===== config.mk =====
export PLATFORM = sky130hd
export DESIGN_NAME = modifier_hold_tab_cycle_window_top_flat
export DESIGN_NICKNAME = d
export VERILOG_FILES = /design/src/mhtcw_pkg.sv /design/src/mhtcw_ifs.sv /design/src/mhtcw_cfg.sv /design/src/mhtcw_core.sv /design/src/modifier_hold_tab_cycle_window_top.sv /design/src/flat_wrapper.sv
export SDC_FILE = /design/constraint.sdc
export NUM_CORES = 1
export LEC_CHECK = 0
export BUFFER_PORTS_ARGS = -buffer_cell sky130_fd_sc_hd__buf_2
export CAP_MARGIN = 5
export CORE_MARGIN = 5
export CORE_UTILIZATION = 40
export DETAILED_ROUTE_END_ITERATION = 6
export PLACE_DENSITY_LB_ADDON = 0.25
export SYNTH_ARGS = -nofsm -noshare
export SYNTH_HDL_FRONTEND = slang
export SYNTH_SLANG_ARGS = --single-unit

===== constraint.sdc =====
create_clock -name clk -period 6 [get_ports clk]
set_input_delay 0.9 -clock clk [delete_from_list [all_inputs] [get_ports clk]]
set_output_delay 0.9 -clock clk [all_outputs]
set_load 0.01 [all_outputs]

===== src/mhtcw_pkg.sv =====
// shared types, codes and register map for the window-cycle controller
`default_nettype none
package mhtcw_pkg;

  // event kinds carried by a request
  localparam logic [2:0] KIND_BIND_PRESS   = 3'd0;
  localparam logic [2:0] KIND_BIND_RELEASE = 3'd1;
  localparam logic [2:0] KIND_KEY_EVENT    = 3'd2;
  localparam logic [2:0] KIND_LAYER_EVENT  = 3'd3;
  localparam logic [2:0] KIND_TICK         = 3'd4;

  // register indexes, taken from paddr[3:2]
  localparam int          ADDR_W           = 4;
  localparam logic [1:0]  REG_WINDOW_LEN   = 2'd0;
  localparam logic [1:0]  REG_IGNORED_CNT  = 2'd1;
  localparam logic [1:0]  REG_IGNORED_A    = 2'd2;
  localparam logic [1:0]  REG_IGNORED_B    = 2'd3;

  localparam logic [15:0] TIMEOUT_RESET    = 16'd1000;
  localparam logic [1:0]  IGNORED_CNT_RESET = 2'd2;

  typedef struct packed {
    logic [2:0] kind;
    logic [7:0] key_position;
    logic [4:0] layer_id;
    logic       is_on;
    logic       alt_held;
  } in_item_t;

  typedef struct packed {
    logic       alt_press;
    logic       alt_release;
    logic       tab_press;
    logic       tab_release;
    logic [7:0] action_position;
    logic [4:0] action_layer;
    logic       window_open;
  } out_item_t;

  typedef struct packed {
    logic [15:0] window_len;
    logic [1:0]  ignored_count;
    logic [7:0]  ignored_position_a;
    logic [7:0]  ignored_position_b;
  } cfg_t;

endpackage
`default_nettype wire


===== src/mhtcw_ifs.sv =====
// valid/ready channel interfaces for event requests and results
`default_nettype none
interface mhtcw_in_if import mhtcw_pkg::*; ();
  logic     valid;
  logic     ready;
  in_item_t data;
  modport source (output valid, output data, input ready);
  modport sink   (input valid, input data, output ready);
endinterface

interface mhtcw_out_if import mhtcw_pkg::*; ();
  logic      valid;
  logic      ready;
  out_item_t data;
  modport source (output valid, output data, input ready);
  modport sink   (input valid, input data, output ready);
endinterface
`default_nettype wire


===== src/mhtcw_cfg.sv =====
// apb-style configuration register file
`default_nettype none
module mhtcw_cfg import mhtcw_pkg::*; (
  input  wire logic              clk,
  input  wire logic              rst,
  input  wire logic              psel,
  input  wire logic              penable,
  input  wire logic              pwrite,
  input  wire logic [ADDR_W-1:0] paddr,
  input  wire logic [31:0]       pwdata,
  output logic      [31:0]       prdata,
  output logic                   pready,
  output cfg_t                   cfg
);

  logic       wr_en;
  logic [1:0] reg_idx;

  assign pready  = 1'b1;
  assign wr_en   = psel && penable && pwrite;
  assign reg_idx = paddr[3:2];

  always_ff @(posedge clk) begin
    if (rst) begin
      cfg.window_len         <= TIMEOUT_RESET;
      cfg.ignored_count      <= IGNORED_CNT_RESET;
      cfg.ignored_position_a <= 8'd0;
      cfg.ignored_position_b <= 8'd0;
    end else if (wr_en) begin
      case (reg_idx)
        REG_WINDOW_LEN:  cfg.window_len         <= pwdata[15:0];
        REG_IGNORED_CNT: cfg.ignored_count      <= pwdata[1:0];
        REG_IGNORED_A:   cfg.ignored_position_a <= pwdata[7:0];
        REG_IGNORED_B:   cfg.ignored_position_b <= pwdata[7:0];
        default: ;
      endcase
    end
  end

  always_comb begin
    case (reg_idx)
      REG_WINDOW_LEN:  prdata = {16'd0, cfg.window_len};
      REG_IGNORED_CNT: prdata = {30'd0, cfg.ignored_count};
      REG_IGNORED_A:   prdata = {24'd0, cfg.ignored_position_a};
      REG_IGNORED_B:   prdata = {24'd0, cfg.ignored_position_b};
      default:         prdata = 32'd0;
    endcase
  end

endmodule
`default_nettype wire


===== src/mhtcw_core.sv =====
// request register, window state update and result register
`default_nettype none
module mhtcw_core import mhtcw_pkg::*; (
  input  wire logic  clk,
  input  wire logic  rst,
  input  wire cfg_t  cfg,
  mhtcw_in_if.sink   in_ch,
  mhtcw_out_if.source out_ch
);

  // request stage
  logic      s1_valid;
  in_item_t  s1_item;
  // result stage
  logic      out_valid;
  out_item_t out_item;
  // window state
  logic        window_active, window_active_next;
  logic        alt_owned, alt_owned_next;
  logic        tab_held, tab_held_next;
  logic [7:0]  anchor_position, anchor_position_next;
  logic [4:0]  anchor_layer, anchor_layer_next;
  logic [15:0] remaining_ms, remaining_ms_next;

  logic      advance;
  logic      fire;
  logic      ignored;
  out_item_t res;

  assign advance     = !out_valid || out_ch.ready;
  assign fire        = s1_valid && advance;
  assign in_ch.ready = !s1_valid || advance;

  // anchor key always ignored; a count of three behaves as two
  assign ignored = (s1_item.key_position == anchor_position)
                || ((cfg.ignored_count != 2'd0)
                    && (s1_item.key_position == cfg.ignored_position_a))
                || (cfg.ignored_count[1]
                    && (s1_item.key_position == cfg.ignored_position_b));

  always_comb begin
    window_active_next   = window_active;
    alt_owned_next       = alt_owned;
    tab_held_next        = tab_held;
    anchor_position_next = anchor_position;
    anchor_layer_next    = anchor_layer;
    remaining_ms_next    = remaining_ms;
    res                  = '0;

    case (s1_item.kind)
      KIND_BIND_PRESS: begin
        if (!window_active) begin
          window_active_next   = 1'b1;
          anchor_position_next = s1_item.key_position;
          anchor_layer_next    = s1_item.layer_id;
          alt_owned_next       = !s1_item.alt_held;
          res.alt_press        = !s1_item.alt_held;
        end
        // opening a window forgets a held tab
        if (!tab_held || !window_active) begin
          res.tab_press = 1'b1;
        end
        tab_held_next = 1'b1;
        if (cfg.window_len != 16'd0) begin
          remaining_ms_next = cfg.window_len;
        end
      end
      KIND_BIND_RELEASE: begin
        res.tab_release = tab_held;
        tab_held_next   = 1'b0;
      end
      KIND_KEY_EVENT: begin
        if (s1_item.is_on && window_active && !ignored) begin
          res.alt_release    = alt_owned;
          window_active_next = 1'b0;
          alt_owned_next     = 1'b0;
          remaining_ms_next  = 16'd0;
        end
      end
      KIND_LAYER_EVENT: begin
        if (!s1_item.is_on && window_active && (s1_item.layer_id == anchor_layer)) begin
          res.alt_release    = alt_owned;
          window_active_next = 1'b0;
          alt_owned_next     = 1'b0;
          remaining_ms_next  = 16'd0;
        end
      end
      KIND_TICK: begin
        if (remaining_ms != 16'd0) begin
          remaining_ms_next = remaining_ms - 16'd1;
          if ((remaining_ms == 16'd1) && window_active) begin
            res.alt_release    = alt_owned;
            window_active_next = 1'b0;
            alt_owned_next     = 1'b0;
          end
        end
      end
      default: ;
    endcase

    res.action_position = anchor_position_next;
    res.action_layer    = anchor_layer_next;
    res.window_open     = window_active_next;
  end

  always_ff @(posedge clk) begin
    if (rst) begin
      s1_valid        <= 1'b0;
      out_valid       <= 1'b0;
      window_active   <= 1'b0;
      alt_owned       <= 1'b0;
      tab_held        <= 1'b0;
      anchor_position <= 8'd0;
      anchor_layer    <= 5'd0;
      remaining_ms    <= 16'd0;
    end else begin
      if (in_ch.ready) begin
        s1_valid <= in_ch.valid;
      end
      if (advance) begin
        out_valid <= s1_valid;
      end
      if (fire) begin
        window_active   <= window_active_next;
        alt_owned       <= alt_owned_next;
        tab_held        <= tab_held_next;
        anchor_position <= anchor_position_next;
        anchor_layer    <= anchor_layer_next;
        remaining_ms    <= remaining_ms_next;
      end
    end
  end

  always_ff @(posedge clk) begin
    if (in_ch.ready && in_ch.valid) begin
      s1_item <= in_ch.data;
    end
    if (fire) begin
      out_item <= res;
    end
  end

  assign out_ch.valid = out_valid;
  assign out_ch.data  = out_item;

  a_owned_needs_window: assert property (@(posedge clk) disable iff (rst)
    alt_owned |-> window_active)
    else $error("alt owned with no open window");

  a_idle_no_countdown: assert property (@(posedge clk) disable iff (rst)
    !window_active |-> (remaining_ms == 16'd0))
    else $error("countdown pending with window closed");

  a_alt_exclusive: assert property (@(posedge clk) disable iff (rst)
    out_valid |-> !(out_item.alt_press && out_item.alt_release))
    else $error("alt pressed and released in one result");

  a_tab_press_holds: assert property (@(posedge clk) disable iff (rst)
    (fire && res.tab_press) |=> tab_held)
    else $error("tab pressed but not marked held");

endmodule
`default_nettype wire


===== src/modifier_hold_tab_cycle_window_top.sv =====
// top level of the alt-tab window-cycle controller
`default_nettype none
// Alt-tab style window-cycle controller. Each request is one keyboard event:
// binding press or release, physical key event, layer event or a 1 ms tick.
// Every request accepted yields exactly one result carrying the alt/tab
// press and release actions it caused, the stored window position and layer,
// and whether the window is open afterwards. Throughput is one request per
// clock while the result channel is not stalled; a request is taken into the
// request register, and its result, formed by the single pass of flag and
// compare logic between the two registers, is held valid in the result
// register. A waiting result does not block the next request unless the
// request register is also full. Registers (APB, byte address 4*i): window
// length in ms ticks (0 = never expires), ignored_count, ignored_position_a,
// ignored_position_b; write them only while no request is in flight.
module modifier_hold_tab_cycle_window_top import mhtcw_pkg::*; (
  input  wire logic              clk,
  input  wire logic              rst,
  // configuration port, pready is tied high
  input  wire logic              psel,
  input  wire logic              penable,
  input  wire logic              pwrite,
  input  wire logic [ADDR_W-1:0] paddr,
  input  wire logic [31:0]       pwdata,
  output logic      [31:0]       prdata,
  output logic                   pready,
  // event requests in, results out
  mhtcw_in_if.sink               in_ch,
  mhtcw_out_if.source            out_ch
);

  // live register values towards the datapath
  cfg_t cfg;

  mhtcw_cfg u_cfg (
    .clk     (clk),
    .rst     (rst),
    .psel    (psel),
    .penable (penable),
    .pwrite  (pwrite),
    .paddr   (paddr),
    .pwdata  (pwdata),
    .prdata  (prdata),
    .pready  (pready),
    .cfg     (cfg)
  );

  // request register, window state and result register
  mhtcw_core u_core (
    .clk    (clk),
    .rst    (rst),
    .cfg    (cfg),
    .in_ch  (in_ch),
    .out_ch (out_ch)
  );

endmodule
`default_nettype wire

===== src/flat_wrapper.sv =====
// flat-port wrapper written by rule: the top's interface ports become plain ports
module modifier_hold_tab_cycle_window_top_flat import mhtcw_pkg::*;
  (clk, rst, psel, penable, pwrite, paddr, pwdata, prdata, pready, in_ch_valid, in_ch_data, in_ch_ready, out_ch_valid, out_ch_data, out_ch_ready);
  mhtcw_in_if in_ch_i ();
  mhtcw_out_if out_ch_i ();
  input  wire logic clk;
  input  wire logic rst;
  input  wire logic psel;
  input  wire logic penable;
  input  wire logic pwrite;
  input  wire logic [ADDR_W-1:0] paddr;
  input  wire logic [31:0] pwdata;
  output logic      [31:0] prdata;
  output logic pready;
  input wire logic [$bits(in_ch_i.valid)-1:0] in_ch_valid;
  input wire logic [$bits(in_ch_i.data)-1:0] in_ch_data;
  output wire logic [$bits(in_ch_i.ready)-1:0] in_ch_ready;
  output wire logic [$bits(out_ch_i.valid)-1:0] out_ch_valid;
  output wire logic [$bits(out_ch_i.data)-1:0] out_ch_data;
  input wire logic [$bits(out_ch_i.ready)-1:0] out_ch_ready;
  assign in_ch_i.valid = in_ch_valid;
  assign in_ch_i.data = in_ch_data;
  assign in_ch_ready = in_ch_i.ready;
  assign out_ch_valid = out_ch_i.valid;
  assign out_ch_data = out_ch_i.data;
  assign out_ch_i.ready = out_ch_ready;
  modifier_hold_tab_cycle_window_top u_core (.clk(clk), .rst(rst), .psel(psel), .penable(penable), .pwrite(pwrite), .paddr(paddr), .pwdata(pwdata), .prdata(prdata), .pready(pready), .in_ch(in_ch_i), .out_ch(out_ch_i));
endmodule

==> metrics.md <==
| Metric | Value |
|---|---|
| Slew margin rel. | 23.7% |
| Die X | 123 um |
| Hold-fix buffers, CTS | 0 |
| Critical Path AT | 3.31 ns |
| Final GP Congestion | 0.910 |
| Setup Crit Path Kind | reg2reg |
| Largest family of logic cells by synthesized area | simple AND/OR/NAND/NOR gates |
| CTS HTree Levels | 3 |
| Post-synth top area share | 26.5% |
| Clock Latency Late Sink | 0.35 ns |
| Achievable frequency | 0.321 GHz |
| Port Buffers | 78 |
| # clock sinks | 104 |
| I/O pin count | 114 |
| Hold Slack | 0.480 ns |
| Setup TNS | 0 ns |
| Row count | 41 |
| Post-synthesis async set-or-reset flop share | 0% |
| DRT iter0 DRCs | 192 |
| Final #Nets | 662 |
| P&R area growth vs syn | 14.9% |
| Period utilisation layout | 51.9% |
| Drt via density | 5.34 |
| Crit. End Element | register |
| Footprint of the multi-input gates | 2470 um^2 |
| Fin. Hold Viols | 0 |
| Number of synthesized flops with an enable pin | 36 |
| First-pass GRT wire length | 20600 um |
| DR vias | 4142 |
| Drt total wl | 12700 um |
| Gr usage total | 17.2% |
| Post-Syn Area | 5140 um^2 |
| Pin count of the biggest net entering global routing | 62 |
| Mapped Cells | 536 |
| Synth top area cells | dfxtp_1, edfxtp_1, nand2_1, xor2_1, mux2_2 |
| Post-synth top flop | dfxtp_1 |
| Core Util, Final | 46.8% |
| Leakage | 2.37 nW |
| Worst-Margin Slew | 1.14 ns |
| Share of cells above drive strength 1 | 20.7% |
| # resized after CTS | 0 |
| Dpl cells | 759 |
| Finished Cell Area | 5900 um^2 |
| Fin cells | 775 |
| P per Cell Area | 265 nW/um^2 |
| Final slew viol count | 0 |
| Post-synthesis compound-gate area fraction | 13.3% |
| Max Cap Viol | 0 |
| Startpoint types | register |
| Status | completed |
| Xor/xnor share of the synthesized area | 5.46% |
| Worst ir drop on vdd | 138 uV |
| Initial antenna violation count | 0 |
| Synth Area in Simple Gates | 18.8% |
| Yosys top cell by area | dfxtp_1 |
| Die Ht | 123 um |
| Worst hold path class | reg2reg |
| Total CTS buffers | 9 |
| DRT antenna net count | 0 |
| Post-synthesis register bit count | 104 |
| Setup bufs post-CTS | 0 |
| Initial Util | 40.7% |
| CORE AREA | 12600 um^2 |
| Post-route DRC | 0 |
| Seq/Total Area, Yosys | 47.5% |
| CTS tree | yes |
| DP Area | 5580 um^2 |
| Antenna Cells | 0 |
| FF/Latch Area | 2440 um^2 |
| Fin crit period | 3.12 ns |
| DIE AREA | 15200 um^2 |
| Worst-path clk slew | 0.08 ns |
| Clock buffer depth | 2 |
| Clock root cell | clkbuf_16 |
| Synth warnings | 0 |
| Final HPWL DP | 9030 um |
| Max FO, Critical Path | 19 |
| Number of global-route vias before repair | 4084 |
| Final setup viols | 0 |
| Worst clock skew | 0.00728 ns |
| RSZ-0062 raised after global routing | false |
| Global route overflow | 0 |
| Syn Area/Cell | 9.58 um^2 |
| Fill count | 1226 |
| Routed WL per cell | 16.4 um |
| Post-Synth Adder-Cell Area | 0.731% |
| Worst EP required | 6.20 ns |
| Post-synthesis mux area share | 8.55% |
| Drt pass-1 iters | 4 |
| Netlist cell types | 56 |
==> cells by family after synthesis <==
kind of cell / Yosys count
AO/OA/AOI/OAI: 99
multiplexers: 39
adder cells (fa/ha/maj): 3
AND/OR/NAND/NOR: 204
other: 2
buffers and inverters: 53
flip-flops: 104
XOR/XNOR: 32
==> cell usage after synthesis, types with 7 or more instances <==
cell      number
o311ai_0       7
nor4_1        10
nand3_1       16
clkbuf_1      22
a21oi_1       41
a31oi_1        8
dfxtp_1       68
xor2_1        25
buf_4         19
xnor2_1        7
nor2_1        38
nor3_1        16
mux2_2        19
nand2_1       88
o41ai_1        7
edfxtp_1      36
mux2i_1       18
and2_1         9
==> report_power, final <==
group / switching (mW) / internal (mW) / leakage (nW)
sequential: 0.0227 / 0.752 / 0.893
combinational: 0.0956 / 0.0594 / 1.31
clock: 0.267 / 0.365 / 0.159
total: 0.385 / 1.18 / 2.37
==> per-layer routing <==
layer | track usage, % | wire (um)
met5 | 0 | 0
met4 | 6.37 | 223
met3 | 3.93 | 838
met2 | 27.9 | 6100
met1 | 22.3 | 5570
==> per-stage QoR <==
step	power [mW]	setup WS (ns)
3_5_place_dp	0.945	2.90
6_report	1.56	2.88
5_1_grt	1.62	2.64
4_1_cts	1.57	2.90
2_1_floorplan	0.899	3.32
3_3_place_gp	0.942	2.93
==> layout by cell type, fill, tap and decap left out, types with 8 or more instances in the layout <==
cell	count
a21oi_1	41
a31oi_1	8
and2_1	9
buf_2	78
clkbuf_16	10
conb_1	17
dfxtp_1	68
edfxtp_1	36
mux2_2	19
mux2i_1	18
nand2_1	88
nand3_1	16
nor2_1	38
nor3_1	16
nor4_1	10
xor2_1	25
==> registers in the layout (all words and copies together), names as in the netlist <==
| register | count |
|---|---|
| u_core.u_core.out_ch.data | 18 |
| u_core.u_core.tab_held | 1 |
| u_core.u_core.anchor_position | 8 |
| u_core.u_core.alt_owned | 1 |
| u_core.u_cfg.cfg | 34 |
| u_core.u_core.s1_valid | 1 |
| u_core.u_core.window_active | 1 |
| u_core.u_core.anchor_layer | 5 |
| u_core.u_core.s1_item | 18 |
| u_core.u_core.remaining_ms | 16 |
| u_core.u_core.out_ch.valid | 1 |
==> path summary, 6_finish.rpt <==
kind / cells after the start / slack, ns / from / to
worst max register to register: 6 / 2.88 / u_core.u_core.s1_item[17]$_DFFE_PP_ / u_core.u_core.remaining_ms[0]$_SDFFE_PP0P_
worst min register to register: 2 / 0.48 / u_core.u_core.anchor_position[1]$_SDFFE_PP0P_ / u_core.u_core.anchor_position[1]$_SDFFE_PP0P_
worst max-delay path: 6 / 2.88 / u_core.u_core.s1_item[17]$_DFFE_PP_ / u_core.u_core.remaining_ms[0]$_SDFFE_PP0P_
worst min-delay path: 2 / 0.48 / u_core.u_core.anchor_position[1]$_SDFFE_PP0P_ / u_core.u_core.anchor_position[1]$_SDFFE_PP0P_
==> worst max-delay path, stage by stage (launching register included) <==
cell	delay, ns
edfxtp_1	0.50
nand2b_1	0.50
or4b_4	0.68
o31ai_4	0.39
nand3_4	0.28
nor2_1	0.44
a311oi_1	0.17
==> layout make-up <==
type,count,share of cell area [%]
multi-input combinational,394,41.9
sequential,104,41.4
timing repair buffer,83,7.25
clock buffer,12,4.53
tap,172,3.64
clock inverter,4,0.954
inverter,6,0.381
(Power assumes the default switching activity.)
